===== src/hwsa_pkg.sv =====
`default_nettype none
package hwsa_pkg;

    localparam int OUT_DIM_MAX_DEF = 2048;
    localparam int SRC_DIM_MAX_DEF = 4096;

    localparam int COEF_W     = 32;
    localparam int FRAC_W     = 20;
    localparam int IN_W       = 11;
    localparam int OUT_W      = 12;
    localparam int DIM_W      = 13;
    localparam int CFG_IDX_W  = 3;
    localparam int CFG_DATA_W = 64;
    localparam int PROD_W     = 44;
    localparam int SUM_W      = 48;

    localparam logic [DIM_W-1:0] SRC_WIDTH_RST  = 13'd1280;
    localparam logic [DIM_W-1:0] SRC_HEIGHT_RST = 13'd720;

    typedef enum logic [CFG_IDX_W-1:0] {
        CFG_H00_H01    = 3'd0,
        CFG_H02_H10    = 3'd1,
        CFG_H11_H12    = 3'd2,
        CFG_H20_H21    = 3'd3,
        CFG_SRC_WIDTH  = 3'd4,
        CFG_SRC_HEIGHT = 3'd5
    } t_cfg_idx;

    typedef struct packed {
        logic signed [COEF_W-1:0] h00;
        logic signed [COEF_W-1:0] h01;
        logic signed [COEF_W-1:0] h02;
        logic signed [COEF_W-1:0] h10;
        logic signed [COEF_W-1:0] h11;
        logic signed [COEF_W-1:0] h12;
        logic signed [COEF_W-1:0] h20;
        logic signed [COEF_W-1:0] h21;
        logic [DIM_W-1:0]         src_width;
        logic [DIM_W-1:0]         src_height;
    } t_cfg;

    typedef struct packed {
        logic [SUM_W-1:0] num;
        logic [SUM_W-1:0] den;
        logic             neg;
        logic             ovf;
    } t_div_in;

    function automatic logic [SUM_W-1:0] mag(input logic signed [SUM_W-1:0] v);
        logic [SUM_W-1:0] r;
        r = v[SUM_W-1] ? SUM_W'(-v) : SUM_W'(v);
        return r;
    endfunction

endpackage
`default_nettype wire


===== src/hwsa_cfg.sv =====
`default_nettype none
module hwsa_cfg
    import hwsa_pkg::*;
(
    input  wire logic                  i_clk,
    input  wire logic                  i_rst_n,
    input  wire logic                  i_cfg_valid,
    input  wire logic [CFG_IDX_W-1:0]  i_cfg_index,
    input  wire logic [CFG_DATA_W-1:0] i_cfg_data,
    output t_cfg                       o_cfg
);

    t_cfg r_cfg;
    t_cfg n_cfg;

    always_comb begin
        n_cfg = r_cfg;
        if (i_cfg_valid) begin
            case (t_cfg_idx'(i_cfg_index))
                CFG_H00_H01: begin
                    n_cfg.h00 = i_cfg_data[31:0];
                    n_cfg.h01 = i_cfg_data[63:32];
                end
                CFG_H02_H10: begin
                    n_cfg.h02 = i_cfg_data[31:0];
                    n_cfg.h10 = i_cfg_data[63:32];
                end
                CFG_H11_H12: begin
                    n_cfg.h11 = i_cfg_data[31:0];
                    n_cfg.h12 = i_cfg_data[63:32];
                end
                CFG_H20_H21: begin
                    n_cfg.h20 = i_cfg_data[31:0];
                    n_cfg.h21 = i_cfg_data[63:32];
                end
                CFG_SRC_WIDTH:  n_cfg.src_width  = i_cfg_data[DIM_W-1:0];
                CFG_SRC_HEIGHT: n_cfg.src_height = i_cfg_data[DIM_W-1:0];
                default: ;
            endcase
        end
    end

    always_ff @(posedge i_clk) begin
        if (!i_rst_n) begin
            r_cfg            <= '0;
            r_cfg.src_width  <= SRC_WIDTH_RST;
            r_cfg.src_height <= SRC_HEIGHT_RST;
        end else begin
            r_cfg <= n_cfg;
        end
    end

    assign o_cfg = r_cfg;

endmodule
`default_nettype wire


===== config.mk =====
export PLATFORM = sky130hd
export DESIGN_NAME = hwsa_cfg
export DESIGN_NICKNAME = d
export VERILOG_FILES = /design/src/hwsa_pkg.sv /design/src/hwsa_cfg.sv
export SDC_FILE = /design/constraint.sdc
export NUM_CORES = 1
export LEC_CHECK = 0
export ABC_AREA = 0
export BUFFER_PORTS_ARGS = -buffer_cell sky130_fd_sc_hd__buf_2
export CAP_MARGIN = 20
export CORE_UTILIZATION = 50
export CTS_CLUSTER_SIZE = 8
export DETAILED_ROUTE_END_ITERATION = 16
export GPL_TIMING_DRIVEN = 0
export PLACE_DENSITY = 0.86
export SYNTH_ARGS = -nofsm -noshare
export SYNTH_HDL_FRONTEND = slang
export SYNTH_SLANG_ARGS = --single-unit
export TNS_END_PERCENT = 1

===== constraint.sdc =====
create_clock -name i_clk -period 1 [get_ports i_clk]
set_input_delay 0.05 -clock i_clk [delete_from_list [all_inputs] [get_ports i_clk]]
set_output_delay 0.05 -clock i_clk [all_outputs]
set_load 0.02 [all_outputs]

==> Yosys cells after proc, flatten, opt, wreduce, memory -nomap -nowiden <==
Index checks and enable logic that the tools add are counted.
W data, S select, Z words.
{ "word_totals": {"wordCells": 22, "output_inout_bits": 282, "register_bits": 282, "input_bits": 70} }
{ "classes": {"reduce_logical": 7, "n_eq_ne": 5} }
{ "ops": {"columns": ["operator", "count"], "rows": [
  ["$reduce_and A2 Y1", 6],
  ["$eq A3 B2 Y1 const B", 2],
  ["$eq A3 B3 Y1 const B", 2],
  ["$eq A3 B1 Y1 const B", 1],
  ["$logic_not A3 Y1", 1]
]} }

==> Longest topological paths before layout <==
{ "depth": {"depth_word": 2, "ltp_mapped": 5, "depth_no_buf": 2} }

==> Worst setup path before layout <==
Ideal clock, no wire load.
{ "synth_timing": {"path_kind": "in2reg", "start": "input i_cfg_index[1]", "end": "register r_cfg, in the netlist o_cfg[250]", "n_path_buf": 2, "setup_ns": 0.072, "path_stages": 4, "t_required_ns": 0.928, "path_slack_ns": 0.073, "arrival_ns": 0.855, "cell_sequence": "nor4b_2 > buf_4 > buf_6 > mux2i_1"} }
{ "synth_between": {"elab_chain_len": 2} }
{ "synth_rtl": {"columns": ["element", "line_no", "source"], "rows": [
  ["from (decl)", "hwsa_cfg.sv:8", "input wire logic [CFG_IDX_W-1:0] i_cfg_index,"],
  ["$logic_not A3 Y1", "hwsa_cfg.sv:19", "case (t_cfg_idx'(i_cfg_index))"],
  ["$reduce_and A2 Y1 (no line)", null, null],
  ["to (signal assigned)", "hwsa_cfg.sv:49", "r_cfg <= n_cfg;"],
  ["to (decl)", "hwsa_cfg.sv:13", "t_cfg r_cfg;"]
]} }
Every way passes these cells.
A chain may end at the register's enable or synchronous reset.

==> metrics <==
I/O pins 352; syn_nets 1064; CTS Buffer Depth 3; Tcrit/Tclk final 113%; timing-limited maximum frequency 881 MHz; final setup fails 331; setup repair after global routing missed its margin true; Synth Flop Type dfxtp_1; Area Growth Syn to Fin 57.4%; Final #Nets 1519; Vias/cell 5.69; Initial Utilization 50.9%; Int Power 19800 uW; # clock sinks 282; core area 20200 um2; synthesized cell area 10300 um2; CP cell instances buf_2 > buf_2 > clkbuf_1 > nand2_1 > mux2i_1; post-CTS setup buffers 0; Sw Ratio 24.7%; cell taking the most area after synthesis dfxtp_1; fin area 16200 um2; Critical Path Source i_rst_n; first-pass GRT wire length 62.3 mm; ratio of cells with drive above 1 in the final layout 50.8%; gr usage total 38.0%; status finished with violations; xor/xnor share of the synthesized area 0%; sw power 6510 uW; EDFF count, synth 0; die height 146 um; residual DRC count 0; Hold/Removal Path Class input port to flop; post-synthesis cell count 994; crit-path max cell delay 0.44 ns; Final Hold Vio Count 0; Adder-Cell Fraction of Synth Area 0%; Non-Filler Instances 1721; combinational share of power 9.3%; post-place instance area 12400 um2; Worst Skew 0 ns; post-synthesis cell type count 14; failing checks negative setup slack; # fillers 1007; Slew Viols, Final 0; final worst slack -0.135 ns; most common library cells after synthesis nand2_1, dfxtp_1, mux2i_1; minimum clock period 1.13 ns; Leakage 0.00801 uW; largest family of logic cells by synthesized area multiplexers; Rel. slew slack 54.4%; largest net degree at the start of global routing 11; Post-DP HPWL 21.9 mm; async set-or-reset flop fraction in the synthesized netlist 0%; CTS Buf Count 41; Crit path top cell by count buf_2; multiplexer share of the synthesized area 27.4%; crit path max fanout 10; vias after detailed routing 9787; die width 146 um; vias in the first global route 10800; top-count cell post-synth nand2_1; Die ar. 21200 um2; drt pass-1 iters 5; Synth Area in Simple Gates 14.0%; Largest register FFs 282; synth top area cells dfxtp_1, mux2i_1, nand2_1; CTS root buf clkbuf_16; IO buf count 350; kind of critical path input port to flop; CP startpoint kind input port; power density cells 1620 nW/um2; Sequential Power Share 44.7%; DP Worst Slack -0.603 ns; synth warn 0; Seq/Total Area, Yosys 54.8%; number of synthesized register bits 282; Worst EP required 1.42 ns; Worst-Margin Slew 0.684 ns; CTS tree built; antenna violations before repair 1; Tot Pwr 26300 uW; ANT nets after route 0; # H-tree levels 2; num rows 52; Routed Wire Length 40.9 mm; Iter 0 DRT Violations 473; VDD IR-drop max 1.56 mV; Overflow after GRT 0; final RePlAce weighted congestion 0.841; Clock Pin Slew Worst Setup and Hold Paths 0.05 ns; Max-Cap Viols 0; post-synth top area share 54.8%; launching point of the worst reg2reg path o_cfg[94]; placed cells 1614; CP max stage cell clkbuf_1; Avg Inst Size Synth 10.4 um2; Hold WS 0.0109 ns; Avg WL per Cell 23.7 um; Hold Startpoint i_cfg_valid; compound-cell area share of the yosys netlist 0%; worst-skew pair later-pin latency 0.51 ns; Crit path arrival time 1.56 ns; clock power share 46.0%; Critical Path Sink Type flop
==> path summary, 6_finish.rpt <==
path | endpoint | slack (ns) | depth (start not counted)
min reg2reg | o_cfg[63] | 0.46 | 2
max reg2reg | o_cfg[94] | 0.15 | 2
max | o_cfg[147] | -0.13 | 5
min | o_cfg[25] | 0.01 | 3
==> final cells by class <==
cell class,count,area [um2],share of cell area [%]
multi-input combinational,642,4260,26.3
clock buffer,41,1030,6.33
timing repair buffer,412,4140,25.5
buffer,70,420,2.59
sequential,282,6000,37.0
antenna,1,2.50,0.0154
tap,270,338,2.08
clock inverter,3,26.3,0.162
==> stage by stage <==
stage / utilization, % / setup TNS [ns]
after global routing: 80.1 / -18.79
after detailed placement: 61.2 / -133.54
after floorplan: - / 0
after CTS: 80.0 / -5.42
final: 80.1 / -8.21
after global placement: 61.2 / -130.88
==> worst max-delay path, delay by kind of cell <==
kind | cells | cell delay, ns
simple gates | 1 | 0.14
buf+inv | 3 | 1.14
mux | 1 | 0.21
==> power by group through the flow <==
stage                     combinational, uW  clock (uW)  sequential (uW)
after global routing                   2540       12600            11800
after CTS                              2330       11900            11700
after detailed placement               1840           0            11900
final                                  2450       12100            11800
after global placement                 1800           0            11800
after floorplan                         783           0            12200
==> layout by cell type (no fill, tap or decap) <==
cell type        n
dfxtp_4          1
diode_2          1
clkinv_4         1
clkbuf_1         9
clkbuf_16       41
nand4bb_1        3
nand2_1        340
and4b_1          1
buf_2           84
nand4b_1         2
clkbuf_2        17
and4bb_2         1
nor2b_1         12
mux2i_1        282
buf_6          288
dlygate4sd3_1   62
nor4b_2          1
inv_6            2
buf_1            3
dfxtp_2        281
buf_4           19
==> layer usage <==
metal	GRT usage (%)	vias to the layer above	share of wire [%]
met4	28.1	0	7.4
met2	66.9	667	50
met1	38.3	4730	34
met3	10.9	219	8.6
li1	-	4171	-
met5	0	-	0
==> kinds of logic (layout without fill, tap and decap cells) <==
| group | count (synthesis) | count (layout) |
|---|---|---|
| AND/OR/NAND/NOR | 360 | 360 |
| multiplexers | 282 | 282 |
| flip-flops | 282 | 282 |
| buffers and inverters | 70 | 526 |
| other | 0 | 1 |
==> what timing repair did <==
item | 4_1_cts | 5_1_grt
endpoints found under the hold margin | 270 | 0
endpoints found under the setup margin | 346 | 446
resized for setup | 858 | 18
hold buffers | 62 | 0
gates cloned | 0 | 0
No activity file was read; power rests on OpenSTA's default activity.
