**src/hwsa_pkg.sv**
```systemverilog
`default_nettype none
package hwsa_pkg;

    localparam int OUT_DIM_MAX_DEF = 2048;
    localparam int SRC_DIM_MAX_DEF = 4096;

    localparam int COEF_W     = 32;
    localparam int FRAC_W     = 20;
    localparam int IN_W       = 11;
    localparam int OUT_W      = 12;
    localparam int DIM_W      = 13;
    localparam int CFG_IDX_W  = 3;
    localparam int CFG_DATA_W = 64;
    localparam int PROD_W     = 44;
    localparam int SUM_W      = 48;

    localparam logic [DIM_W-1:0] SRC_WIDTH_RST  = 13'd1280;
    localparam logic [DIM_W-1:0] SRC_HEIGHT_RST = 13'd720;

    typedef enum logic [CFG_IDX_W-1:0] {
        CFG_H00_H01    = 3'd0,
        CFG_H02_H10    = 3'd1,
        CFG_H11_H12    = 3'd2,
        CFG_H20_H21    = 3'd3,
        CFG_SRC_WIDTH  = 3'd4,
        CFG_SRC_HEIGHT = 3'd5
    } t_cfg_idx;

    typedef struct packed {
        logic signed [COEF_W-1:0] h00;
        logic signed [COEF_W-1:0] h01;
        logic signed [COEF_W-1:0] h02;
        logic signed [COEF_W-1:0] h10;
        logic signed [COEF_W-1:0] h11;
        logic signed [COEF_W-1:0] h12;
        logic signed [COEF_W-1:0] h20;
        logic signed [COEF_W-1:0] h21;
        logic [DIM_W-1:0]         src_width;
        logic [DIM_W-1:0]         src_height;
    } t_cfg;

    typedef struct packed {
        logic [SUM_W-1:0] num;
        logic [SUM_W-1:0] den;
        logic             neg;
        logic             ovf;
    } t_div_in;

    function automatic logic [SUM_W-1:0] mag(input logic signed [SUM_W-1:0] v);
        logic [SUM_W-1:0] r;
        r = v[SUM_W-1] ? SUM_W'(-v) : SUM_W'(v);
        return r;
    endfunction

endpackage
`default_nettype wire

```
**src/hwsa_div.sv**
```systemverilog
`default_nettype none
module hwsa_div
    import hwsa_pkg::*;
#(
    parameter int QW = 13
) (
    input  wire logic          i_clk,
    input  wire logic          i_en,
    input  t_div_in            i_d,
    output logic [QW-1:0]      o_q,
    output logic               o_ovf,
    output logic               o_neg
);

    localparam int CW = SUM_W + QW;

    logic [SUM_W-1:0] w_rem [QW+1];
    logic [SUM_W-1:0] w_den [QW+1];
    logic [QW-1:0]    w_q   [QW+1];
    logic             w_ovf [QW+1];
    logic             w_neg [QW+1];

    assign w_rem[0] = i_d.num;
    assign w_den[0] = i_d.den;
    assign w_q[0]   = '0;
    assign w_ovf[0] = i_d.ovf;
    assign w_neg[0] = i_d.neg;

    for (genvar s = 0; s < QW; s++) begin : g_stage
        localparam int B = QW - 1 - s;

        logic [SUM_W-1:0] r_rem, r_den;
        logic [QW-1:0]    r_q;
        logic             r_ovf, r_neg;
        logic [CW-1:0]    n_sh;
        logic             n_ge;
        logic [SUM_W-1:0] n_rem;
        logic [QW-1:0]    n_q;

        always_comb begin
            n_sh  = CW'(w_den[s]) << B;
            n_ge  = CW'(w_rem[s]) >= n_sh;
            n_rem = n_ge ? SUM_W'(CW'(w_rem[s]) - n_sh) : w_rem[s];
            n_q   = n_ge ? (w_q[s] | (QW'(1) << B)) : w_q[s];
        end

        always_ff @(posedge i_clk) begin
            if (i_en) begin
                r_rem <= n_rem;
                r_den <= w_den[s];
                r_q   <= n_q;
                r_ovf <= w_ovf[s];
                r_neg <= w_neg[s];
            end
        end

        assign w_rem[s+1] = r_rem;
        assign w_den[s+1] = r_den;
        assign w_q[s+1]   = r_q;
        assign w_ovf[s+1] = r_ovf;
        assign w_neg[s+1] = r_neg;
    end

    assign o_q   = w_q[QW];
    assign o_ovf = w_ovf[QW];
    assign o_neg = w_neg[QW];

endmodule
`default_nettype wire

```
**config.mk**
```make
export PLATFORM = sky130hd
export DESIGN_NAME = hwsa_div
export DESIGN_NICKNAME = d
export VERILOG_FILES = /design/src/hwsa_pkg.sv /design/src/hwsa_div.sv
export SDC_FILE = /design/constraint.sdc
export NUM_CORES = 2
export LEC_CHECK = 0
export BUFFER_PORTS_ARGS = -buffer_cell sky130_fd_sc_hd__buf_2
export CAP_MARGIN = 20
export CORE_UTILIZATION = 50
export DETAILED_ROUTE_END_ITERATION = 10
export PLACE_DENSITY = 0.66
export SLEW_MARGIN = 20
export SYNTH_ARGS = -nofsm -noshare
export SYNTH_HDL_FRONTEND = slang
export SYNTH_SLANG_ARGS = --single-unit
```
**constraint.sdc**
```tcl
create_clock -name i_clk -period 5.3 [get_ports i_clk]
set_input_delay 1.59 -clock i_clk [delete_from_list [all_inputs] [get_ports i_clk]]
set_output_delay 1.59 -clock i_clk [all_outputs]
set_load 0.1 [all_outputs]
```
==> Word level (Yosys, flattened, before mapping) <==
Index checks and enable logic that the tools add are counted.
{ "word_totals": {"regBits": 1347, "in_bits": 100, "output_inout_bits": 15} }
{ "op_classes": {"add_sub_neg": 12, "n_lt_le_gt_ge": 13, "n_mux": 13} }
{ "ops": {"columns": ["operator", "count"], "rows": [
  ["48-bit two-way mux", 12],
  ["48-bit subtractor", 12],
  ["48-bit by 60-bit >= comparator with 1-bit output", 1],
  ["48-bit by 59-bit >= comparator with 1-bit output", 1],
  ["48-bit by 58-bit >= comparator with 1-bit output", 1],
  ["48-bit by 57-bit >= comparator with 1-bit output", 1],
  ["48-bit by 56-bit >= comparator with 1-bit output", 1],
  ["48-bit by 55-bit >= comparator with 1-bit output", 1],
  ["48-bit by 54-bit >= comparator with 1-bit output", 1],
  ["48-bit by 53-bit >= comparator with 1-bit output", 1],
  ["48-bit by 52-bit >= comparator with 1-bit output", 1],
  ["48-bit by 51-bit >= comparator with 1-bit output", 1],
  ["48-bit by 50-bit >= comparator with 1-bit output", 1],
  ["48-bit by 49-bit >= comparator with 1-bit output", 1],
  ["48-bit >= comparator", 1],
  ["13-bit two-way mux", 1]
]} }

==> Longest topological paths before layout <==
{ "logic_depth": {"depth_word": 2, "mapped_depth": 16, "mapped_depth_nobuf": 14} }

==> Worst setup path before layout <==
OpenSTA, ideal clock, no wires.
{ "synth_timing": {"path_type": "input -> register", "start": "input port i_d[4] (netlist bit)", "end": "register g_stage[0].r_rem[15], data pin", "setup_ns": 0.260, "arrival_time_ns": 4.227, "required_ns": 5.040, "slack_ns": 0.814, "cell_stages": 11, "n_path_buf": 1, "path_cell_list": "inv_1 -> ha_1 -> nor2b_1 -> o31a_1 -> a21oi_1 -> o211ai_1 -> a221oi_2 -> o31ai_1 -> o31ai_1 -> buf_2 -> mux2_2"} }
{ "synth_between": {"elab_chain_len": 2, "word_cells_on_any_way": 3} }
{ "synth_rtl": {"columns": ["item", "line_no", "rtl"], "rows": [
  ["from (decl)", "hwsa_div.sv:9", "input t_div_in i_d,"],
  ["48-bit subtractor / 48-bit by 60-bit >= comparator with 1-bit output (equally long branches)", "hwsa_div.sv:43, hwsa_div.sv:42", null],
  ["48-bit two-way mux (*)", "hwsa_div.sv:43", "n_rem = n_ge ? SUM_W'(CW'(w_rem[s]) - n_sh) : w_rem[s];"],
  ["via g_stage[0].n_rem[15]", "hwsa_div.sv:37", "logic [SUM_W-1:0] n_rem;"],
  ["to (signal assigned)", "hwsa_div.sv:49", "r_rem <= n_rem;"],
  ["to (decl)", "hwsa_div.sv:32", "logic [SUM_W-1:0] r_rem, r_den;"]
]} }
Mark *: on every way through the listed nets, which the timed path passes. The rest lies on a longest branch.
A chain may end at the register's enable or synchronous reset.

==> Final worst setup path <==
{ "layout_timing": {"start": "register g_stage[9].r_rem[2]", "end": "register g_stage[10].r_rem[16], data pin"} }
{ "layout_between": {"elab_chain_len": 2, "word_cells_on_any_way": 3} }
{ "layout_rtl": {"columns": ["item", "line_no"], "rows": [
  ["from (decl)", "hwsa_div.sv:32"],
  ["from (signal assigned)", "hwsa_div.sv:49"],
  ["48-bit subtractor / 48-bit by 50-bit >= comparator with 1-bit output (equally long branches)", "hwsa_div.sv:43, hwsa_div.sv:42"],
  ["48-bit two-way mux (*)", "hwsa_div.sv:43"],
  ["via g_stage[10].n_rem[16]", "hwsa_div.sv:37"],
  ["to (signal assigned)", "hwsa_div.sv:49"],
  ["to (decl)", "hwsa_div.sv:32"]
]} }
Marks and branches as above.

==> impl_metrics.ini <==
[synth]
synthTopCellsByArea = edfxtp_1, ha_1, inv_1
yosys.cell_types.count = 100
yosysSeqAreaShare = 0.5191
synth_warnings = 0
netlist_instances = 6571
synth-seq-cells = 1269
synth_top_area_share = 0.5191
synth_area_um2 = 73410
syn_avg_cell_area_um2 = 11.17
syn_nets = 7229
synth-edff-count = 1269
synthArstFlopShare = 0
yosysTopAreaCell = edfxtp_1
synth-main-ff-cell = edfxtp_1

[drt]
wl_per_cell_um = 18.95
ant_nets = 0
drt-total-wl_mm = 166.7
vias_per_cell = 5.555
dr.pass1.iters = 7
route.detailed.drc = 0
first_iter_violations = 2358
vias = 48880

[setup_path]
critical_path_class = flop to flop
cp_common_cell = inv_1
path_buf_inv = 3
r2r_slack_ps = 800
crit-reg2reg-launch = g_stage[9].r_rem[2]
crit_chain = inv_1 -> ha_1 -> inv_1 -> fa_1 -> a21o_1 -> a21oi_1 -> o21ai_0 -> a32oi_1 -> o221ai_1 -> a41oi_2 -> o311a_1 -> nor3_4 -> buf_12 -> mux2_2
startpoint = g_stage[9].r_rem[2]
cp-end-kind = flop
critical_path_arrival_ps = 5030
critical_path.top_delay_family = compound AO/OA/AOI/OAI gates
worstPathRequired_ps = 5830
worstSetupEndpoint = g_stage[10].r_rem[16]
slowest_stage = a32oi_1
critical_path_depth = 14
critical_path.startpoint_type = flop
slowest_delay_ps = 590
worstReg2RegEnd = g_stage[10].r_rem[16]
crit_fanout = 68
reg2reg_depth = 14

[timing]
finalHoldViolCount = 0
fin_crit_sh = 0.8493
final-setup-viol-count = 0
slew_violations = 0
max_freq_mhz = 222.2
skew_ps = 29.90
period_needed_ps = 4501
timing.hold.ws_ps = 414.4
slew_headroom = 0.3023
worst_pin_slew_ps = 1033
rsz0062_at_grt = false
tns_ps = 0

[global_routing]
antenna_found_initial = 0
grt_pass1_vias = 49580
overflow = 0
grt_max_degree = 102
grt_usage = 0.2241
grt_first_pass_wirelength_mm = 260.6

[power_and_ir_drop]
leakagePower_nw = 33.90
power.total_w = 0.02674
p_per_area_nw_per_um2 = 328.1
vdd_drop_max_uv = 280.3

[floorplanning]
die_width_um = 385.2
placementRows = 140
core-area_um2 = 145700
fp.dieH_um = 385.2
start_util = 0.5037
die_area_um2 = 148400
ios = 115

[final_layout]
fin_util = 0.5593
finalNetCount = 7430
multi_input_area_um2 = 32080
n_fill_cell = 12350
area_delta_synth_final_pct = 11.03
fin_cells = 8799
seqCellArea_um2 = 38110
drive_above_1_share = 0.1020

[placed_design]
place_hpwl_mm = 131.4
routabilityCongestion = 0.9247
numPlacedInstances = 8543
port_buffers = 114

[hold_path]
hold_class = flop to flop

[clocking]
clock_latency_ps = 790
cts.path.max_buffers = 3
cts_root_buf = clkbuf_16
hold_buffers = 0
path_clk_slew_ps = 60
cts_max_level = 4
postCtsSetupBuffers = 0
cts_sinks = 1269
numCtsBuffers = 143
post_cts_resized = 0
cts_tree = yes

[outcome]
outcome = finished clean

[flow_run]
max_cap_violations = 0
[power breakdown]
group / switching (W) / internal (W)
Combinational: 0.00286 / 0.00200
Clock: 0.00403 / 0.00566
Sequential: 0.000363 / 0.0118
[worst register-to-register path: cells and delay by family, from the launching register on]
family                   cells  cell delay (ps)
AO/OA/AOI/OAI                7             2550
adder cells (fa/ha/maj)      2              560
buffers and inverters        3              300
flip-flops                   1              380
multiplexers                 1              390
AND/OR/NAND/NOR              1               50
[state kept, by name, summed over array words and instances (netlist names)]
register and count:
g_stage.r_den 576, g_stage.r_neg 12, g_stage.r_ovf 12, g_stage.r_q 78, g_stage.r_rem 576, o_neg 1, o_ovf 1, o_q 13
[stage by stage]
| stage | cell area [um2] | setup WS [ps] |
|---|---|---|
| after floorplan | 73410 | 813.5 |
| after global placement | 76860 | 233.7 |
| after detailed placement | 76880 | 251.0 |
| after CTS | 81500 | 805.7 |
| after global routing | 81500 | 445.9 |
| final | 81510 | 798.6 |
[metal layers]
metal / GRT usage / wire [um] / vias up
met2: 0.4176 / 85490 / 999
met4: 0.1405 / 11050 / 0
met3: 0.03116 / 4804 / 397
li1: - / - / 24720
met5: 0 / 0 / -
met1: 0.2361 / 65360 / 22760
[synthesized netlist by cell type (22+ instances only)]
library cell / count
inv_1: 687
buf_2: 53
a21boi_0: 26
and2_1: 22
a211oi_1: 45
a31oi_1: 69
o211ai_1: 28
o21bai_1: 77
a21o_1: 289
a21oi_1: 511
xnor2_1: 244
or3_1: 24
o31ai_1: 53
and3_1: 61
xor2_1: 168
nor2b_1: 52
nor4_1: 47
o21a_1: 68
nor2_1: 296
clkbuf_1: 98
o21ai_0: 400
nor3_1: 80
nand2b_1: 66
mux2_1: 30
ha_1: 546
mux2_2: 200
nand3_1: 108
nand4_1: 94
edfxtp_1: 1269
a211o_1: 27
nand2_1: 493
[worst min-delay path by stage]
stage | startpoint | endpoint | slack (ps) | depth (start not counted)
5_1_grt | g_stage[9].r_q[6] | g_stage[10].r_q[6] | 420 | 0
4_1_cts | g_stage[10].r_q[4] | g_stage[11].r_q[4] | 420 | 0
3_3_place_gp | g_stage[11].r_neg | o_neg | 400 | 0
3_5_place_dp | g_stage[10].r_q[6] | g_stage[11].r_q[6] | 400 | 0
6_report | g_stage[8].r_q[8] | g_stage[9].r_q[8] | 410 | 0
2_1_floorplan | g_stage[9].r_neg | g_stage[10].r_neg | 400 | 0
[cell families (layout without fill, tap and decap cells)]
family | after synthesis | in the layout | share of synthesized area
compound gates | 1788 | 1788 | 0.1560
simple gates | 1438 | 1438 | 0.09480
flops | 1269 | 1269 | 0.5191
buf+inv | 852 | 1162 | 0.04554
fa+ha+maj | 558 | 558 | 0.09633
xor+xnor | 412 | 412 | 0.04916
mux | 254 | 254 | 0.03903
other cells | 0 | 1 | 0
[placed cells by master (no fill, tap or decap), types with 143 or more instances in the layout]
master / instances
a21o_1: 288
a21oi_1: 510
clkbuf_16: 143
edfxtp_1: 1269
ha_1: 546
inv_1: 687
mux2_2: 200
nand2_1: 493
nor2_1: 296
o21ai_0: 400
xnor2_1: 244
xor2_1: 168
[area by class of cell]
type,count,area share
sequential,1269,0.4675
multi-input combinational,4450,0.3936
clock buffer,177,0.04547
inverter,688,0.03168
tap,1917,0.02943
timing repair buffer,220,0.02106
clock inverter,77,0.01124
antenna,1,0.00003070
(Power assumes the default switching activity.)
